`src/rtl/plp_pkg.sv`:
```
`timescale 1ns / 1ps
// Shared types and constants for the permission list parser.
// Used by every module of the block; depends on nothing.
package plp_pkg;

   localparam int unsigned MAX_ENTRIES = 65535;
   localparam int unsigned QUEUE_DEPTH = 4;
   localparam int unsigned QUEUE_IDX_W = $clog2(QUEUE_DEPTH);

   localparam logic [15:0] CAPACITY_RESET    = 16'hFFFF;
   localparam logic        COUNT_ONLY_RESET  = 1'b0;
   localparam logic [15:0] DOMAIN_MASK_RESET = 16'hFFFF;

   localparam logic [7:0] CHAR_NUL  = 8'h00;
   localparam logic [7:0] CHAR_W    = 8'h77;
   localparam logic [7:0] CHAR_R    = 8'h72;
   localparam logic [7:0] CHAR_B    = 8'h62;
   localparam logic [7:0] CHAR_N    = 8'h6E;
   localparam logic [7:0] CHAR_ZERO = 8'h30;
   localparam logic [7:0] CHAR_NINE = 8'h39;

   localparam logic [16:0] ACCUM_SAT = 17'h10000;

   typedef enum logic [1:0] {
      CSR_CAPACITY    = 2'd0,
      CSR_COUNT_ONLY  = 2'd1,
      CSR_DOMAIN_MASK = 2'd2,
      CSR_UNUSED      = 2'd3
   } csr_index_type;

   typedef enum logic [1:0] {
      ST_OK        = 2'd0,
      ST_PROTOCOL  = 2'd1,
      ST_NO_SPACE  = 2'd2,
      ST_BAD_PERM  = 2'd3
   } status_type;

   typedef enum logic [1:0] {
      PERM_NONE  = 2'd0,
      PERM_READ  = 2'd1,
      PERM_WRITE = 2'd2,
      PERM_BOTH  = 2'd3
   } perm_type;

   typedef enum logic {
      KIND_ENTRY  = 1'b0,
      KIND_STATUS = 1'b1
   } kind_type;

   typedef struct packed {
      logic [15:0] capacity;
      logic        count_only;
      logic [15:0] domain_mask;
   } cfg_type;

   typedef struct packed {
      kind_type    kind;
      logic [15:0] domain;
      perm_type    permission;
      status_type  status;
      logic [15:0] entry_count;
      logic        last;
   } rsp_type;

   typedef struct packed {
      logic [1:0] count;
      rsp_type    first;
      rsp_type    second;
   } push_type;

endpackage

```
`src/rtl/plp_parse.sv`:
```
`timescale 1ns / 1ps
// Per-byte entry parser: holds the entry and buffer state and forms up to
// two results for each accepted item. Depends on plp_pkg.
module plp_parse
   import plp_pkg::*;
(
   input  logic       clock,
   input  logic       reset,
   input  logic       accept,
   input  logic [7:0] byte_in,
   input  logic       end_of_buffer,
   input  logic       empty_buffer,
   input  cfg_type    cfg,
   output push_type   push
);

   logic [1:0]  len_ff,    len_in;
   logic        lvalid_ff, lvalid_in;
   perm_type    perm_ff,   perm_in;
   logic [16:0] accum_ff,  accum_in;
   logic        fault_ff,  fault_in;
   logic [15:0] seen_ff,   seen_in;
   status_type  err_ff,    err_in;

   logic [19:0] accum_mul;
   logic        is_digit;
   logic        cap_full;
   logic        mask_bad;
   logic        entry_ok;
   rsp_type     entry_rsp;
   rsp_type     status_rsp;

   always_ff @(posedge clock) begin
      if (reset) begin
         len_ff    <= 2'd0;
         lvalid_ff <= 1'b0;
         perm_ff   <= PERM_NONE;
         accum_ff  <= 17'd0;
         fault_ff  <= 1'b0;
         seen_ff   <= 16'd0;
         err_ff    <= ST_OK;
      end else if (accept) begin
         len_ff    <= len_in;
         lvalid_ff <= lvalid_in;
         perm_ff   <= perm_in;
         accum_ff  <= accum_in;
         fault_ff  <= fault_in;
         seen_ff   <= seen_in;
         err_ff    <= err_in;
      end
   end

   assign is_digit  = (byte_in >= CHAR_ZERO) && (byte_in <= CHAR_NINE);
   assign accum_mul = {3'd0, accum_ff} * 20'd10 + {16'd0, byte_in[3:0]};
   assign cap_full  = (!cfg.count_only && (seen_ff >= cfg.capacity))
                      || ({16'd0, seen_ff} >= 32'(MAX_ENTRIES));
   assign mask_bad  = accum_ff[16] || ((accum_ff[15:0] & ~cfg.domain_mask) != 16'd0);

   always_comb begin
      len_in    = len_ff;
      lvalid_in = lvalid_ff;
      perm_in   = perm_ff;
      accum_in  = accum_ff;
      fault_in  = fault_ff;
      seen_in   = seen_ff;
      err_in    = err_ff;
      entry_ok  = 1'b0;

      if (empty_buffer) begin
         if (err_ff == ST_OK && len_ff != 2'd0) begin
            err_in = ST_PROTOCOL;
         end
      end else if (err_ff == ST_OK) begin
         if (byte_in == CHAR_NUL) begin
            if (len_ff < 2'd2) begin
               err_in = ST_PROTOCOL;
            end else if (cap_full) begin
               err_in = ST_NO_SPACE;
            end else if (!lvalid_ff) begin
               err_in = ST_BAD_PERM;
            end else if (fault_ff || mask_bad) begin
               err_in = ST_PROTOCOL;
            end else begin
               seen_in  = seen_ff + 16'd1;
               entry_ok = !cfg.count_only;
            end
            len_in    = 2'd0;
            lvalid_in = 1'b0;
            perm_in   = PERM_NONE;
            accum_in  = 17'd0;
            fault_in  = 1'b0;
         end else begin
            if (len_ff == 2'd0) begin
               case (byte_in)
                  CHAR_W: begin
                     lvalid_in = 1'b1;
                     perm_in   = PERM_WRITE;
                  end
                  CHAR_R: begin
                     lvalid_in = 1'b1;
                     perm_in   = PERM_READ;
                  end
                  CHAR_B: begin
                     lvalid_in = 1'b1;
                     perm_in   = PERM_BOTH;
                  end
                  CHAR_N: begin
                     lvalid_in = 1'b1;
                     perm_in   = PERM_NONE;
                  end
                  default: begin
                     lvalid_in = 1'b0;
                     perm_in   = PERM_NONE;
                  end
               endcase
            end else if (is_digit) begin
               accum_in = (accum_mul > {3'd0, ACCUM_SAT}) ? ACCUM_SAT : accum_mul[16:0];
            end else begin
               fault_in = 1'b1;
            end
            if (len_ff < 2'd2) begin
               len_in = len_ff + 2'd1;
            end
            if (end_of_buffer) begin
               err_in = ST_PROTOCOL;
            end
         end
      end

      entry_rsp.kind        = KIND_ENTRY;
      entry_rsp.domain      = accum_ff[15:0];
      entry_rsp.permission  = perm_ff;
      entry_rsp.status      = ST_OK;
      entry_rsp.entry_count = seen_in;
      entry_rsp.last        = 1'b0;

      status_rsp.kind        = KIND_STATUS;
      status_rsp.domain      = 16'd0;
      status_rsp.permission  = PERM_NONE;
      status_rsp.status      = err_in;
      status_rsp.entry_count = seen_in;
      status_rsp.last        = 1'b1;

      push.first  = entry_ok ? entry_rsp : status_rsp;
      push.second = status_rsp;
      push.count  = 2'd0;
      if (accept) begin
         push.count = {1'b0, entry_ok} + {1'b0, end_of_buffer || empty_buffer};
      end

      if (end_of_buffer || empty_buffer) begin
         len_in    = 2'd0;
         lvalid_in = 1'b0;
         perm_in   = PERM_NONE;
         accum_in  = 17'd0;
         fault_in  = 1'b0;
         seen_in   = 16'd0;
         err_in    = ST_OK;
      end
   end

endmodule

```
`src/rtl/plp_queue.sv`:
```
`timescale 1ns / 1ps
// Result queue that takes up to two results per cycle and hands out one while out_ready is high.
// Depends on plp_pkg.
module plp_queue
   import plp_pkg::*;
(
   input  logic     clock,
   input  logic     reset,
   input  push_type push,
   output logic     has_room,
   output logic     out_valid,
   input  logic     out_ready,
   output rsp_type  out_data
);

   rsp_type                  mem_ff [QUEUE_DEPTH];
   logic [QUEUE_IDX_W-1:0]   head_ff, head_in;
   logic [QUEUE_IDX_W-1:0]   tail_ff, tail_in;
   logic [QUEUE_IDX_W:0]     cnt_ff,  cnt_in;
   logic                     pop;

   assign out_valid = (cnt_ff != '0);
   assign out_data  = mem_ff[head_ff];
   assign has_room  = (cnt_ff <= (QUEUE_IDX_W+1)'(QUEUE_DEPTH - 2));
   assign pop       = out_valid && out_ready;

   always_comb begin
      head_in = pop ? head_ff + 1'b1 : head_ff;
      tail_in = tail_ff + QUEUE_IDX_W'(push.count);
      cnt_in  = cnt_ff + (QUEUE_IDX_W+1)'(push.count) - (QUEUE_IDX_W+1)'(pop);
   end

   always_ff @(posedge clock) begin
      if (reset) begin
         head_ff <= '0;
         tail_ff <= '0;
         cnt_ff  <= '0;
      end else begin
         head_ff <= head_in;
         tail_ff <= tail_in;
         cnt_ff  <= cnt_in;
      end
   end

   always_ff @(posedge clock) begin
      if (push.count != 2'd0) begin
         mem_ff[tail_ff] <= push.first;
      end
      if (push.count == 2'd2) begin
         mem_ff[tail_ff + 1'b1] <= push.second;
      end
   end

endmodule

```
`src/rtl/permission_list_parser_core.sv`:
```
`timescale 1ns / 1ps
// Top level of the permission list parser: configuration registers, the
// per-byte parser and the result queue. Depends on plp_pkg, plp_parse, plp_queue.
//
// The req_ channel carries one buffer byte per item; req_tlast marks the last
// byte of a buffer and req_tuser marks a zero-length buffer, whose byte is ignored.
// Each valid NUL-terminated entry (permission letter and decimal domain) gives one
// entry result on the rsp_ channel (rsp_tuser low) unless count_only is set; the
// end of a buffer gives a status result (rsp_tuser high, rsp_tlast high) with the
// accepted entry count. The first bad entry stops entry results until the buffer
// ends. Results are queued and appear on rsp_ in order. The parser takes one item
// per clock while req_tready is high; an item that ends an entry and the buffer
// together yields two results, which the single-result output hands out one at a
// time. A four-deep result queue parts the two sides: req_tready stays high while
// the queue holds two results or fewer, so a stalled receiver stops input only
// once the queue holds more than two. The csr_ port writes capacity, count_only
// and domain_mask; write it only while the block is idle. Reset clears parser state
// and the queue and loads capacity 65535, count_only 0 and domain_mask 65535.
module permission_list_parser_core
   import plp_pkg::*;
(
   input  logic        clock,
   input  logic        reset,
   input  logic        req_tvalid,
   output logic        req_tready,
   input  logic [7:0]  req_tdata,  // [7:0] byte_in
   input  logic        req_tlast,  // end_of_buffer
   input  logic        req_tuser,  // [0] empty_buffer
   output logic        rsp_tvalid,
   input  logic        rsp_tready,
   output logic [39:0] rsp_tdata,  // [15:0] domain, [17:16] permission,
                                   // [19:18] status, [35:20] entry_count, zero above
   output logic        rsp_tlast,  // last
   output logic        rsp_tuser,  // [0] kind
   input  logic        csr_we,
   input  logic [1:0]  csr_addr,
   input  logic [15:0] csr_wdata
);

   cfg_type  cfg_ff;
   push_type push;
   rsp_type  rsp;
   logic     has_room;
   logic     accept;

   always_ff @(posedge clock) begin
      if (reset) begin
         cfg_ff.capacity    <= CAPACITY_RESET;
         cfg_ff.count_only  <= COUNT_ONLY_RESET;
         cfg_ff.domain_mask <= DOMAIN_MASK_RESET;
      end else if (csr_we) begin
         case (csr_index_type'(csr_addr))
            CSR_CAPACITY:    cfg_ff.capacity    <= csr_wdata;
            CSR_COUNT_ONLY:  cfg_ff.count_only  <= csr_wdata[0];
            CSR_DOMAIN_MASK: cfg_ff.domain_mask <= csr_wdata;
            default: begin
            end
         endcase
      end
   end

   assign req_tready = has_room;
   assign accept     = req_tvalid && has_room;

   plp_parse u_parse (
      .clock         (clock),
      .reset         (reset),
      .accept        (accept),
      .byte_in       (req_tdata),
      .end_of_buffer (req_tlast),
      .empty_buffer  (req_tuser),
      .cfg           (cfg_ff),
      .push          (push)
   );

   plp_queue u_queue (
      .clock     (clock),
      .reset     (reset),
      .push      (push),
      .has_room  (has_room),
      .out_valid (rsp_tvalid),
      .out_ready (rsp_tready),
      .out_data  (rsp)
   );

   assign rsp_tdata = {4'd0, rsp.entry_count, rsp.status, rsp.permission, rsp.domain};
   assign rsp_tlast = rsp.last;
   assign rsp_tuser = rsp.kind;

endmodule
```
`config.mk`:
```
export PLATFORM = sky130hd
export DESIGN_NAME = permission_list_parser_core
export DESIGN_NICKNAME = d
export VERILOG_FILES = /design/src/rtl/plp_pkg.sv /design/src/rtl/plp_parse.sv /design/src/rtl/plp_queue.sv /design/src/rtl/permission_list_parser_core.sv
export SDC_FILE = /design/constraint.sdc
export NUM_CORES = 1
export LEC_CHECK = 0
export BUFFER_PORTS_ARGS = -buffer_cell sky130_fd_sc_hd__buf_2
export CAP_MARGIN = 20
export CORE_AREA = 2 2 127 160
export DETAILED_ROUTE_END_ITERATION = 16
export DIE_AREA = 0 0 129 162
export PLACE_DENSITY = 0.79
export SETUP_SLACK_MARGIN = 0.05
export SYNTH_ARGS = -nofsm -noshare
export SYNTH_HDL_FRONTEND = slang
export SYNTH_SLANG_ARGS = --single-unit
```
`constraint.sdc`:
```
create_clock -name clock -period 4.7 [get_ports clock]
set_input_delay 0.705 -clock clock [delete_from_list [all_inputs] [get_ports clock]]
set_output_delay 0.705 -clock clock [all_outputs]
set_load 0.01 [all_outputs]
```
## Yosys cells after proc, flatten, opt, wreduce, memory -nomap -nowiden

Memories as Yosys holds them, arrays and structs flattened. A register that Yosys moved wholly into a read port is not among the register bits.
Index checks and enable logic that the tools add are counted.

- Flip-flop bits (word level): 81
- Latch bits: 0
- Bits in writable memories: 152
- ROM bits: 0
- Output and inout port bits: 44
- Memories kept: 1

- $add $sub $neg: 9
- Multiply operators: 1
- Divide/modulo/power cells: 0
- Magnitude comparators: 7
- Eq/ne operators: 10
- Shift-type cells: 0
- Muxes and demuxes: 63
- Bitwise logic cells: 2
- Reductions and logical operators: 30

Memories:

| name | words | bits a word | rd ports | clocked after Yosys merged registers in | write ports | line | text |
|---|---|---|---|---|---|---|---|
| u_queue.mem_ff | 4 | 38 | 1 | 1 | 2 | plp_queue.sv:16 | `rsp_type mem_ff [QUEUE_DEPTH];` |

Operators with widths:

| operator | number |
|---|---|
| $mux W16 | 8 |
| $mux W17 | 7 |
| $mux W2 | 23 |
| $mux W38 | 1 |
| $eq A8 B7 Y1 const B | 4 |
| $mux W1 | 23 |
| $add A20 B4 Y20 | 1 |
| $gt A20 B17 Y1 const B | 1 |
| $mul A17 B3 Y19 const B | 1 |
| $add A16 B1 Y16 const B | 1 |
| $and A16 B16 Y16 | 1 |
| $ge A16 B16 Y1 | 1 |
| $ge A16 B16 Y1 const B | 1 |
| $not A16 Y16 | 1 |
| $reduce_bool A16 Y1 | 1 |
| $reduce_bool A3 Y1 | 4 |
| $reduce_and A5 Y1 | 2 |
| $ge A8 B6 Y1 const B | 1 |
| $le A8 B6 Y1 const B | 1 |
| $logic_not A8 Y1 | 1 |
| $reduce_and A4 Y1 | 2 |
| $add A2 B1 Y2 const B | 3 |
| $logic_not A2 Y1 | 3 |
| $pmux W2 S3 | 1 |
| other kinds (17) | 29 |

## Depth between registers and ports, before layout

Gate-level depths: netlist of the first run.

- Depth after elaboration: 17
- Depth in mapped cells: 20
- Depth with buffers taken out: 18

## By module

From an unflattened synthesis of the first run, not the netlist that was laid out.

- Cell total of the unflattened synthesis: 1,162
- Area total of the unflattened synthesis: 14,108.5 sq um

By module, submodules not included:

| module | instances | cells an instance | area an instance (sq um) | seq. area each (sq um) |
|---|---|---|---|---|
| plp_queue | 1 | 419 | 8,007.7 | 4,744.6 |
| plp_parse | 1 | 608 | 4,764.6 | 820.8 |
| permission_list_parser_core | 1 | 135 | 1,336.3 | 660.6 |

## Worst setup path after synthesis of the first run

OpenSTA, ideal clock, no wires.

- Kind: reg-to-reg
- From: reg u_parse.seen_ff[0]
- To: mem u_queue.mem_ff[0][17] (netlist bit), data pin
- Setup time: 0.269 ns
- Arrival: 4.041 ns
- Required time: 4.431 ns
- Setup slack: 0.390 ns
- Cell stages (with the launch flop): 21
- Path buffers: 2
- Clock period less this slack: 4.310 ns
- Path through: dfxtp_1 > inv_1 > ha_1 > nand2b_1 > a21o_1 > a21o_1 > a21oi_1 > o21ai_1 > a221o_1 > buf_2 > a211o_1 > buf_6 > nor2_1 > ha_1 > o21ai_0 > or2_2 > nor2_1 > a21oi_1 > inv_1 > o21ai_0 > a21oi_1

RTL lines:

| what | line | text |
|---|---|---|
| from (decl) | plp_parse.sv:22 | `logic [15:0] seen_ff, seen_in;` |
| from (signal assigned) | plp_parse.sv:48 | `seen_ff <= seen_in;` |
| to (decl) | plp_queue.sv:16 |  |

## Final worst setup path of the first run

- From: reg u_parse.accum_ff[1]
- To: reg u_parse.accum_ff[3]

- Word-level cells in the longest chain between the ends: 10

Ends and longest elaborated chain:

| what | line | text |
|---|---|---|
| from (decl) | plp_parse.sv:20 | `logic [16:0] accum_ff, accum_in;` |
| from (signal assigned) | plp_parse.sv:46 | `accum_ff <= accum_in;` |
| $mul A17 B3 Y19 (*) | plp_parse.sv:54 | `assign accum_mul = {3'd0, accum_ff} * 20'd10 + {16'd0, byte_in[3:0]};` |
| $add A20 B4 Y20 (*) | plp_parse.sv:54 |  |
| $gt A20 B17 Y1 | plp_parse.sv:117 | `accum_in = (accum_mul > {3'd0, ACCUM_SAT}) ? ACCUM_SAT : accum_mul[16:0];` |
| $mux W17 (*) | plp_parse.sv:117 |  |
| $mux W17 (*) | plp_parse.sv:116 | `end else if (is_digit) begin` |
| $mux W17 (*) | plp_parse.sv:93 | `if (len_ff == 2'd0) begin` |
| $mux W17 (*) | plp_parse.sv:74 | `if (byte_in == CHAR_NUL) begin` |
| $mux W17 (*) | plp_parse.sv:73 | `end else if (err_ff == ST_OK) begin` |
| $mux W17 (*) | plp_parse.sv:69 | `if (empty_buffer) begin` |
| $mux W17 (*) | plp_parse.sv:151 | `if (end_of_buffer \|\| empty_buffer) begin` |

Every way passes the cells marked *; elsewhere a longest branch is shown, timed or not. The select of a mux whose other input is x is not followed.
A chain may end at the register's enable or synchronous reset.

==> results of run 1 <==
==> worst max-delay path, delay by kind of cell (launching register included) <==
kind,cells,cell delay (ps)
and+or+nand+nor,4,990
DFF,1,580
adders and majority gates,3,940
AOI/OAI and AO/OA,3,850
muxes,1,500
xor gates and xnor gates,1,200
==> stage by stage <==
step,total power [mW],util (%)
after floorplan,2.786,-
after global placement,3.026,63.74
after detailed placement,3.040,63.74
after CTS,4.950,67.91
after global routing,5.142,68.05
final,4.936,68.05
==> sequential cells by signal (all words and copies together), names as in the netlist, named ones only <==
signal / cells
u_queue.mem_ff: 148
u_parse.lvalid_ff: 1
u_parse.accum_ff: 17
u_queue.head_ff: 2
u_parse.fault_ff: 1
u_parse.seen_ff: 16
u_queue.cnt_ff: 3
u_parse.err_ff: 2
u_parse.len_ff: 2
cfg_ff: 33
u_parse.perm_ff: 2
u_queue.tail_ff: 2
==> logic make-up after synthesis <==
group	after synthesis	synth area share, %
AO/OA/AOI/OAI	262	16.95
multiplexers	43	7.781
other	1	0.03216
XOR/XNOR	38	2.855
AND/OR/NAND/NOR	371	16.08
buffers and inverters	106	3.938
flip-flops	231	45.85
adder cells (fa/ha/maj)	59	6.525
==> where the power goes <==
group | switching, mW | leakage, nW | total (mW) | internal, mW
Clock | 0.766 | 0.399 | 1.92 | 1.16
Sequential | 0.108 | 1.99 | 2.26 | 2.15
Combinational | 0.396 | 2.83 | 0.755 | 0.358
==> metal layers <==
metal	share of wire, %	wire [um]	track usage, %
met4	4.2	1204	12.45
met3	5.7	1615	2.701
met2	51	14550	48.82
met1	39	11170	34.58
met5	0	0	0
==> cells in the mapped netlist (14+ instances only) <==
library cell / number / area (sq um)
o21ai_0: 17 / 85.08
inv_1: 43 / 161.4
a31oi_1: 14 / 87.58
a21oi_1: 54 / 270.3
mux4_2: 37 / 833.3
o211ai_1: 24 / 180.2
clkbuf_1: 38 / 142.6
nand3_1: 39 / 195.2
nand2_1: 102 / 382.9
nor3_1: 15 / 75.07
xnor2_1: 27 / 236.5
ha_1: 56 / 700.7
dfxtp_1: 159 / 3183
a22o_1: 72 / 630.6
nor2_1: 102 / 382.9
edfxtp_1: 72 / 2162
nand2b_1: 20 / 125.1
a32o_1: 17 / 170.2
==> worst paths after layout <==
| kind | from | endpoint | slack [ps] |
|---|---|---|---|
| max | u_parse.accum_ff[1]$_SDFFE_PP0P_ | u_parse.accum_ff[3]$_SDFFE_PP0P_ | 590 |
| min | csr_wdata[9] | cfg_ff[9]$_SDFFE_PP1P_ | 440 |
| max reg2reg | u_parse.accum_ff[1]$_SDFFE_PP0P_ | u_parse.accum_ff[3]$_SDFFE_PP0P_ | 590 |
| min reg2reg | cfg_ff[15]$_SDFFE_PP1P_ | cfg_ff[15]$_SDFFE_PP1P_ | 460 |
==> layout make-up <==
cell class                      instances  area share (%)
Inverter                               45           1.284
Timing Repair Buffer                  104           4.718
Tap cell                              265           2.521
Multi-Input combinational cell        777           44.69
Clock inverter                         12           1.142
Clock buffer                           28           4.985
Sequential cell                       231           40.66
==> run_results.csv, run 1 <==
group,metric,value,unit
timing,rsz0062_at_grt,"false",
logic_synthesis,syn_area,11660,sq um
logic_synthesis,ys_ff_latch,231,
power_and_ir_drop,ir_drop,0.3300,mV
logic_synthesis,synth-edff-count,72,
route,drc,0,
route,vias_per_cell,6.167,
clock_network,clock_path_buffers,3,
placed_design,portBuffers,72,
route,wl,28.54,mm
final_layout,fin_cells,1462,
floorplan,io_pins,77,
power_and_ir_drop,p_per_area,375.3,nW/um^2
power_and_ir_drop,power_leakage,5.218,nW
logic_synthesis,async_reset_ff_share,0,%
timing,fmax,0.2433,GHz
logic_synthesis,yosysSeqAreaShare,45.85,%
timing,relSlewSlack,31.27,%
timing,setup_tns,0,ps
floorplan,die_h,162,um
setup_path,crit_fanout,16,
clock_network,htreeDepth,1,
setup_path,worstPathCellList,"ha_1, ha_1, fa_1, a211oi_1, o31a_1, xnor2_1, nand2_1, or3_1, nor3_2, nand2_1, mux2i_4, a32o_1",
final_layout,final_cell_mix,"157 x dfxtp_1, 102 x nor2_1, 102 x nand2_1",
final_layout,finalNetCount,1273,
setup_path,crit_path_end_kind,"flop",
timing,timing.final.crit_share,87.45,%
final_layout,design_area,13150,sq um
placed_design,placed_cell_area,12320,sq um
global_route,grt_max_degree,38,
route,wl_per_cell,19.52,um
placed_design,dpl.cell_count,1421,
clock_network,numCtsBuffers,22,
timing,hold_viol,0,
worst_hold_path,min_path_type,"input port to flop",
timing,period_minus_slack,4110,ps
placed_design,dpl_worst_slack,439.2,ps
clock_network,post_cts_buffers,0,
setup_path,cp-start-kind,"flop",
clock_network,cts_sinks,231,
timing,skew,23.07,ps
setup_path,critPathMaxStageDelay,580,ps
clock_network,postCtsResizedCells,0,
global_route,grt_overflow,0,
logic_synthesis,synthFlopType,"dfxtp_1",
timing,finalSetupViolations,0,
logic_synthesis,yosys_warnings,0,
global_route,grt_pass1_vias,8962,
timing,slew_violations,0,
timing,setup_ws,590.0,ps
clock_network,cts_hold_buf,0,
global_route,track_usage,27.81,%
timing,tightestPinTransition,1031,ps
logic_synthesis,synth_cell_types,75,
global_route,grt_pass1_wl,46.04,mm
final_layout,layout_commonest_cell,"dfxtp_1",
setup_path,crit_arrival,4570,ps
floorplan,core,19330,sq um
final_layout,diodes,0,
clock_network,clock-root-buffer,"clkbuf_16",
final_layout,drive_above_1_share,17.29,%
placed_design,place_congestion,0.9283,
final_layout,regArea,5348,sq um
final_layout,area_growth,12.81,%
placed_design,dp_hpwl,19.85,mm
final_layout,multi_input_area,5878,sq um
setup_path,critical_path_class,"flop to flop",
setup_path,r2r_cells,12,
clock_network,cts_tree,"yes",
route,drt_iter0_drc,720,
logic_synthesis,avgSynthCellArea,10.49,sq um
clock_network,cts.clk_slew.worst_paths,70,ps
timing,holdWs,442.3,ps
setup_path,worstPathRequired,5160,ps
outcome,status,"finished clean",
floorplan,dieWidth,129,um
job,maxCapViolations,0,
floorplan,fp.dieArea,20900,sq um
floorplan,rows,57,
route,first_pass_iters,5,
final_layout,fill_cells,1463,
route,postRouteAntennaNets,0,
setup_path,crit_path_top_delay_cell,"dfxtp_1",
clock_network,clk_latency,520,ps
logic_synthesis,synth_cells,1111,
worst_hold_path,hold_depth,3,
route,vias,9016,
floorplan,start_util,60.32,%
global_route,antenna_found_initial,0,
(Power assumes the default switching activity.)
==> inputs of run 2 (changes only) <==
- ABC_AREA: not set -> 1
- CELL_PAD_IN_SITES_DETAIL_PLACEMENT: not set -> 1
- CELL_PAD_IN_SITES_GLOBAL_PLACEMENT: not set -> 1
- CORE_AREA: 2 2 127 160 -> 2 2 159 200
- DIE_AREA: 0 0 129 162 -> 0 0 161 202
- PLACE_DENSITY: 0.79 -> not set
- PLACE_DENSITY_LB_ADDON: not set -> 0.1
- clock period: 4.7 -> 3.5 ns (I/O delays scaled with it)
==> run 2 against run 1 <==
Compared with the run above:
- register-to-register slack worse by 400 ps
- total power rose by 48%
- clock-buffer cell count grew 3
- non-clock buffer count increased by 41
- critical endpoint is now u_queue.mem_ff[3][17]$_DFFE_PP_
- largest cell class unchanged
- die area increased by 56%
- worst hold slack got worse by 210 ps
==> run_results.csv, run 2 <==
group,metric,value,unit
timing,hold_viol,0,
floorplan,start_util,40.49,%
placed_design,portBuffers,72,
route,wl_per_cell,17.71,um
final_layout,drive_above_1_share,18.61,%
setup_path,crit_top_cell,"inv_1",
worst_hold_path,hold_depth,3,
clock_network,cts.clk_slew.worst_paths,60,ps
setup_path,crit_path_end_kind,"flop",
final_layout,fill_cells,3816,
timing,rsz0062_at_grt,"false",
clock_network,clock_path_buffers,3,
global_route,track_usage,23.45,%
placed_design,dpl_worst_slack,-317.4,ps
final_layout,layout_commonest_cell,"nand2_1",
logic_synthesis,synth_cells,1654,
clock_network,htreeDepth,1,
timing,holdWs,229.0,ps
timing,relSlewSlack,46.84,%
final_layout,largest_reg_flops,148,
floorplan,core,30630,sq um
logic_synthesis,synth_area_leaders,"dfxtp_1 26%, edfxtp_1 17%, nand2_1 11%",
clock_network,numCtsBuffers,25,
power_and_ir_drop,power_frac_clock,37.6,%
power_and_ir_drop,ir_drop,0.3482,mV
global_route,antenna_found_initial,1,
route,drc,0,
clock_network,cts_hold_buf,0,
setup_path,worstPathCellList,"inv_1, ha_1, nand2_1, inv_1, nand3_1, nor3_2, nand3_1, nand3_2, nand2_1, nand2_2, inv_1, nand2_1, inv_2, nand2_2, clkinv_2, ha_4, inv_1, nor2_4, nor2_4, nor3_1, inv_1, nand2_4, buf_4",
logic_synthesis,yosysSeqAreaShare,43.09,%
worst_hold_path,worst_hold_startpoint,"csr_wdata[4]",
outcome,status,"finished clean",
global_route,grt_max_degree,75,
final_layout,top_regs,"u_queue.mem_ff x148, cfg_ff x33, u_parse.accum_ff x17",
placed_design,placed_cell_area,13580,sq um
power_and_ir_drop,p_per_area,493.4,nW/um^2
floorplan,die_h,202,um
setup_path,r2r_slack,190,ps
logic_synthesis,yosys_warnings,0,
final_layout,multi_input_area,6342,sq um
route,vias_per_cell,5.206,
final_layout,largest-register,"u_queue.mem_ff",
final_layout,design_area,14830,sq um
clock_network,clk_latency,540,ps
timing,skew,21.54,ps
final_layout,area_growth,19.53,%
timing,period_minus_slack,3307,ps
power_and_ir_drop,switching_share,30.58,%
clock_network,cts_sinks,231,
timing,tightestPinTransition,797.4,ps
final_layout,final_cell_mix,"369 x nand2_1, 216 x nor2_1, 162 x o21ai_0",
setup_path,critPathMaxStageDelay,310,ps
route,first_pass_iters,4,
clock_network,cts_tree,"yes",
timing,fmax,0.3024,GHz
route,wl,38.72,mm
power_and_ir_drop,power_leakage,6.245,nW
setup_path,crit_arrival,3530,ps
logic_synthesis,synthFlopType,"dfxtp_1",
power_and_ir_drop,p_int,5.078,mW
power_and_ir_drop,pwr-share-seq,40.7,%
setup_path,cp-start-kind,"flop",
setup_path,crit_fanout,10,
power_and_ir_drop,p_comb_share,21.7,%
logic_synthesis,yosysTopAreaCellShare,25.66,%
worst_hold_path,whs_endpoint,"cfg_ff[4]$_SDFFE_PP1P_",
final_layout,finalNetCount,1852,
logic_synthesis,yosysMostFrequentCell,"nand2_1",
logic_synthesis,synth_cell_types,45,
logic_synthesis,avgSynthCellArea,7.499,sq um
timing,slew_violations,0,
floorplan,io_pins,77,
route,drt_iter0_drc,420,
timing,setup_tns,0,ps
placed_design,place_congestion,0.8753,
floorplan,rows,72,
global_route,grt_overflow,0,
logic_synthesis,async_reset_ff_share,0,%
power_and_ir_drop,power_switching,2.237,mW
logic_synthesis,synth-edff-count,72,
job,maxCapViolations,0,
route,vias,11390,
setup_path,r2r_cells,23,
clock_network,clock-root-buffer,"clkbuf_16",
placed_design,dp_hpwl,27.67,mm
floorplan,fp.dieArea,32520,sq um
power_and_ir_drop,total_power,7.316,mW
floorplan,dieWidth,161,um
timing,setup_ws,193.1,ps
logic_synthesis,synth_top_area_cell,"dfxtp_1",
route,postRouteAntennaNets,0,
global_route,grt_pass1_vias,11820,
logic_synthesis,syn_area,12400,sq um
worst_hold_path,min_path_type,"input port to flop",
setup_path,r2r_start,"cfg_ff[27]$_SDFFE_PP1P_",
final_layout,regArea,5351,sq um
logic_synthesis,ys_ff_latch,231,
logic_synthesis,yosys-top-cells-count,"376 x nand2_1, 222 x nor2_1, 168 x o21ai_0, 159 x dfxtp_1, 158 x inv_1",
setup_path,critical_path_class,"flop to flop",
timing,finalSetupViolations,0,
setup_path,crit_path_top_delay_cell,"dfxtp_1",
global_route,grt_pass1_wl,61.35,mm
setup_path,worstPathRequired,3730,ps
setup_path,rr_endpoint,"u_queue.mem_ff[3][17]$_DFFE_PP_",
timing,timing.final.crit_share,94.48,%
## run 2: stage by stage
step	std cells	util (%)
after floorplan	1657	-
after global placement	2128	44.33
after detailed placement	2128	44.33
after CTS	2174	47.33
after global routing	2186	48.39
final	2187	48.40
## run 2: metal layers
| metal | wire length [um] | up-vias | track usage [%] |
|---|---|---|---|
| li1 | - | 5667 | - |
| met4 | 803 | 0 | 6.122 |
| met1 | 16640 | 5539 | 28.26 |
| met5 | 0 | - | 0 |
| met2 | 20330 | 130 | 44.27 |
| met3 | 948 | 49 | 2.298 |
## run 2: how the worst max path moves through the flow
stage	start	endpoint	depth (start not counted)
3_3_place_gp	req_tdata[3]	u_queue.mem_ff[0][32]$_SDFFE_PP0N_	23
5_1_grt	cfg_ff[27]$_SDFFE_PP1P_	u_queue.mem_ff[3][31]$_SDFFE_PP0P_	26
3_5_place_dp	req_tdata[3]	u_queue.mem_ff[0][25]$_SDFFE_PP0N_	23
2_1_floorplan	u_parse.seen_ff[11]$_SDFFE_PP0P_	u_queue.mem_ff[1][10]$_DFFE_PP_	25
6_report	cfg_ff[27]$_SDFFE_PP1P_	u_queue.mem_ff[3][17]$_DFFE_PP_	23
4_1_cts	cfg_ff[26]$_SDFFE_PP1P_	u_queue.cnt_ff[2]$_SDFF_PP0_	24
## run 2: cell families (layout without fill, tap and decap cells)
kind of cell	after synthesis	after routing	share of synthesized area (%)
XOR/XNOR	12	12	0.8474
buffers and inverters	244	365	7.757
AO/OA/AOI/OAI	311	311	14.03
adder cells (fa/ha/maj)	59	59	6.133
AND/OR/NAND/NOR	796	797	28.10
other	1	5	0.03023
flip-flops	231	231	43.09
## run 2: repair_timing
action                                  CTS  global route
gates cloned                              0             2
pin swaps                                 1            20
buffers inserted                          0            10
endpoints found under the setup margin  222           238
gates resized for setup                  17            60
## run 2: power groups by stage
stage / sequential [mW] / clock (mW) / combinational (mW)
floorplan: 3.00 / 0 / 0.935
global placement: 3.02 / 0 / 1.50
detailed placement: 3.02 / 0 / 1.52
CTS: 2.97 / 2.81 / 1.54
global route: 2.99 / 2.89 / 1.75
finish: 2.98 / 2.75 / 1.59
## run 2: critical path, delay by kind of cell (launching register included)
kind,cells,cell delay [ps]
simple gates,13,1430
buf+inv,8,710
fa+ha+maj,2,550
flops,1,310
## run 2: layout make-up
type | count | area share (%)
Sequential cell | 231 | 36.10
Clock buffer | 31 | 4.642
Antenna cell | 1 | 0.01688
Multi-Input combinational cell | 1183 | 42.78
Tap cell | 407 | 3.435
Timing Repair Buffer | 145 | 7.342
Clock inverter | 15 | 1.198
Inverter | 174 | 4.490
==> inputs of run 3 (changes only) <==
- CELL_PAD_IN_SITES_DETAIL_PLACEMENT: 1 -> 0
==> run 3 against run 2 <==
Compared with the run above:
- sequential cell count did not move
- clock-buffer cell count is 1 higher
- register-to-register slack improved by 50 ps
- sequential share of layout area increased by 0.23 points
- largest cell class unchanged
- routed wire length down 8.7%
- critical path type unchanged
- maximum frequency is 1.5% higher
==> run_results.csv, run 3 (same netlist as run 2, synthesis figures left out) <==
group,metric,value,unit
outcome,status,"finished clean",
timing,fmax,0.3071,GHz
floorplan,io_pins,77,
clock_network,clock_path_buffers,3,
clock_network,cts_sinks,231,
final_layout,top_regs,"u_queue.mem_ff x148, cfg_ff x33, u_parse.accum_ff x17",
timing,tightestPinTransition,761.8,ps
final_layout,diodes,0,
clock_network,clk_latency,530,ps
global_route,grt_pass1_wl,56.19,mm
clock_network,numCtsBuffers,24,
final_layout,area_growth,18.86,%
final_layout,fin_cells,2186,
timing,timing.final.crit_share,93.04,%
timing,finalSetupViolations,0,
final_layout,largest-register,"u_queue.mem_ff",
power_and_ir_drop,power_switching,2.164,mW
setup_path,crit_arrival,3710,ps
placed_design,portBuffers,72,
global_route,track_usage,21.55,%
final_layout,layout_commonest_cell,"nand2_1",
job,maxCapViolations,0,
setup_path,crit_top_cell,"nand3_2",
timing,slew_violations,0,
floorplan,core,30630,sq um
worst_hold_path,min_path_type,"input port to flop",
final_layout,final_cell_mix,"370 x nand2_1, 216 x nor2_1, 165 x o21ai_0",
floorplan,fp.dieArea,32520,sq um
final_layout,fin_util,48.13,%
setup_path,worstPathRequired,3960,ps
placed_design,dpl_worst_slack,-177.9,ps
power_and_ir_drop,total_power,7.203,mW
power_and_ir_drop,p_per_area,488.5,nW/um^2
route,vias_per_cell,5.033,
power_and_ir_drop,p_int,5.038,mW
timing,setup_ws,243.4,ps
power_and_ir_drop,power_frac_clock,37.2,%
clock_network,cts_tree,"yes",
clock_network,clock-root-buffer,"clkbuf_16",
final_layout,largest_reg_flops,148,
route,drc,0,
clock_network,cts_hold_buf,0,
placed_design,place_congestion,0.8753,
clock_network,htreeDepth,1,
timing,relSlewSlack,49.21,%
timing,setup_tns,0,ps
setup_path,critPathMaxStageDelay,570,ps
global_route,grt_max_degree,75,
global_route,grt_pass1_vias,10410,
final_layout,drive_above_1_share,17.99,%
timing,hold_viol,0,
timing,rsz0062_at_grt,"true",
route,vias,11000,
setup_path,worstPathCellList,"ha_1, ha_1, fa_2, nand2_1, nor2_1, nand2_1, a21oi_2, nand3_2, nor2_4, nand3_2, nor2_2, nand3_1, nand2_2, nand2_4, nor2_4, buf_4, nand3_2, a21oi_2",
final_layout,finalNetCount,1853,
floorplan,die_h,202,um
power_and_ir_drop,pwr-share-seq,41.2,%
power_and_ir_drop,ir_drop,0.3199,mV
timing,period_minus_slack,3257,ps
route,wl,35.37,mm
setup_path,crit_path_top_delay_cell,"fa_2",
global_route,grt_overflow,0,
setup_path,crit_path_end_kind,"flop",
setup_path,crit_fanout,7,
power_and_ir_drop,switching_share,30.05,%
setup_path,cp-start-kind,"flop",
route,wl_per_cell,16.18,um
route,postRouteAntennaNets,0,
placed_design,dpl.cell_count,2128,
floorplan,rows,72,
route,first_pass_iters,5,
global_route,antenna_found_initial,0,
clock_network,cts.clk_slew.worst_paths,70,ps
floorplan,dieWidth,161,um
floorplan,start_util,40.49,%
placed_design,dp_hpwl,25.17,mm
setup_path,critical_path_class,"flop to flop",
power_and_ir_drop,power_leakage,6.228,nW
route,drt_iter0_drc,534,
timing,skew,32.47,ps
power_and_ir_drop,p_comb_share,21.6,%
-- run 3: cell types whose count changed in the layout (fill, tap and decap cells not counted), moves of 3 or more --
cell | previous run | this run
clkbuf_1 | 2 | 7
clkbuf_8 | 4 | 1
dfxtp_1 | 154 | 151
dfxtp_2 | 5 | 8
ha_1 | 51 | 54
inv_1 | 150 | 154
inv_2 | 17 | 13
o21ai_0 | 162 | 165
-- run 3: stage by stage --
step                      area [sq um]  hold slack (ps)
after floorplan                  12450            421.8
after global placement           13580            433.0
after detailed placement         13580            437.1
after CTS                        14420            209.2
after global routing             14740            237.0
final                            14740            228.5
-- run 3: worst paths after layout --
check	start	slack, ps	to	depth (start not counted)
setup / recovery	u_parse.accum_ff[3]$_SDFFE_PP0P_	240	u_parse.accum_ff[11]$_SDFFE_PP0P_	18
hold / removal	csr_wdata[14]	230	cfg_ff[14]$_SDFFE_PP1P_	3
setup reg to reg	u_parse.accum_ff[3]$_SDFFE_PP0P_	240	u_parse.accum_ff[11]$_SDFFE_PP0P_	18
hold reg to reg	u_queue.mem_ff[1][34]$_SDFFE_PP0N_	450	u_queue.mem_ff[1][34]$_SDFFE_PP0N_	2
-- run 3: final cells by class --
type	instances	area, sq um
fillers	3080	15890
clock buffers	32	640.6
flip-flops and latches	231	5355
clock inverters	12	181.4
well taps	407	509.2
inverters	174	664.4
repair buffers	147	1090
multi-input cells	1183	6302
-- run 3: what timing repair did --
item                                    CTS  global route
pin swaps                                 0             9
endpoints found under the setup margin   79           238
buffers inserted                          0            12
cloned                                    0             2
gates resized for setup                   4            58
-- run 3: worst max-delay path: cells and delay by family, from the launching register on --
family	cells	cell delay, ps
fa+ha+maj	3	1070
flops	1	350
buf+inv	1	160
simple gates	12	1320
compound gates	2	280
-- run 3: power groups by stage --
stage / clock, mW / combinational [mW] / sequential (mW)
floorplan: 0 / 0.935 / 3.00
global placement: 0 / 1.50 / 3.02
detailed placement: 0 / 1.50 / 3.02
CTS: 2.73 / 1.51 / 2.96
global route: 2.83 / 1.74 / 2.98
finish: 2.68 / 1.56 / 2.97
-- run 3: metal layers --
metal  global-route usage (%)  routed length, um  up-vias
li1                         -                  -     5663
met1                    28.08              15680     5090
met2                    38.00              17490      195
met3                    1.950               1215       54
met4                    6.282                986        0
met5                        0                  0        -
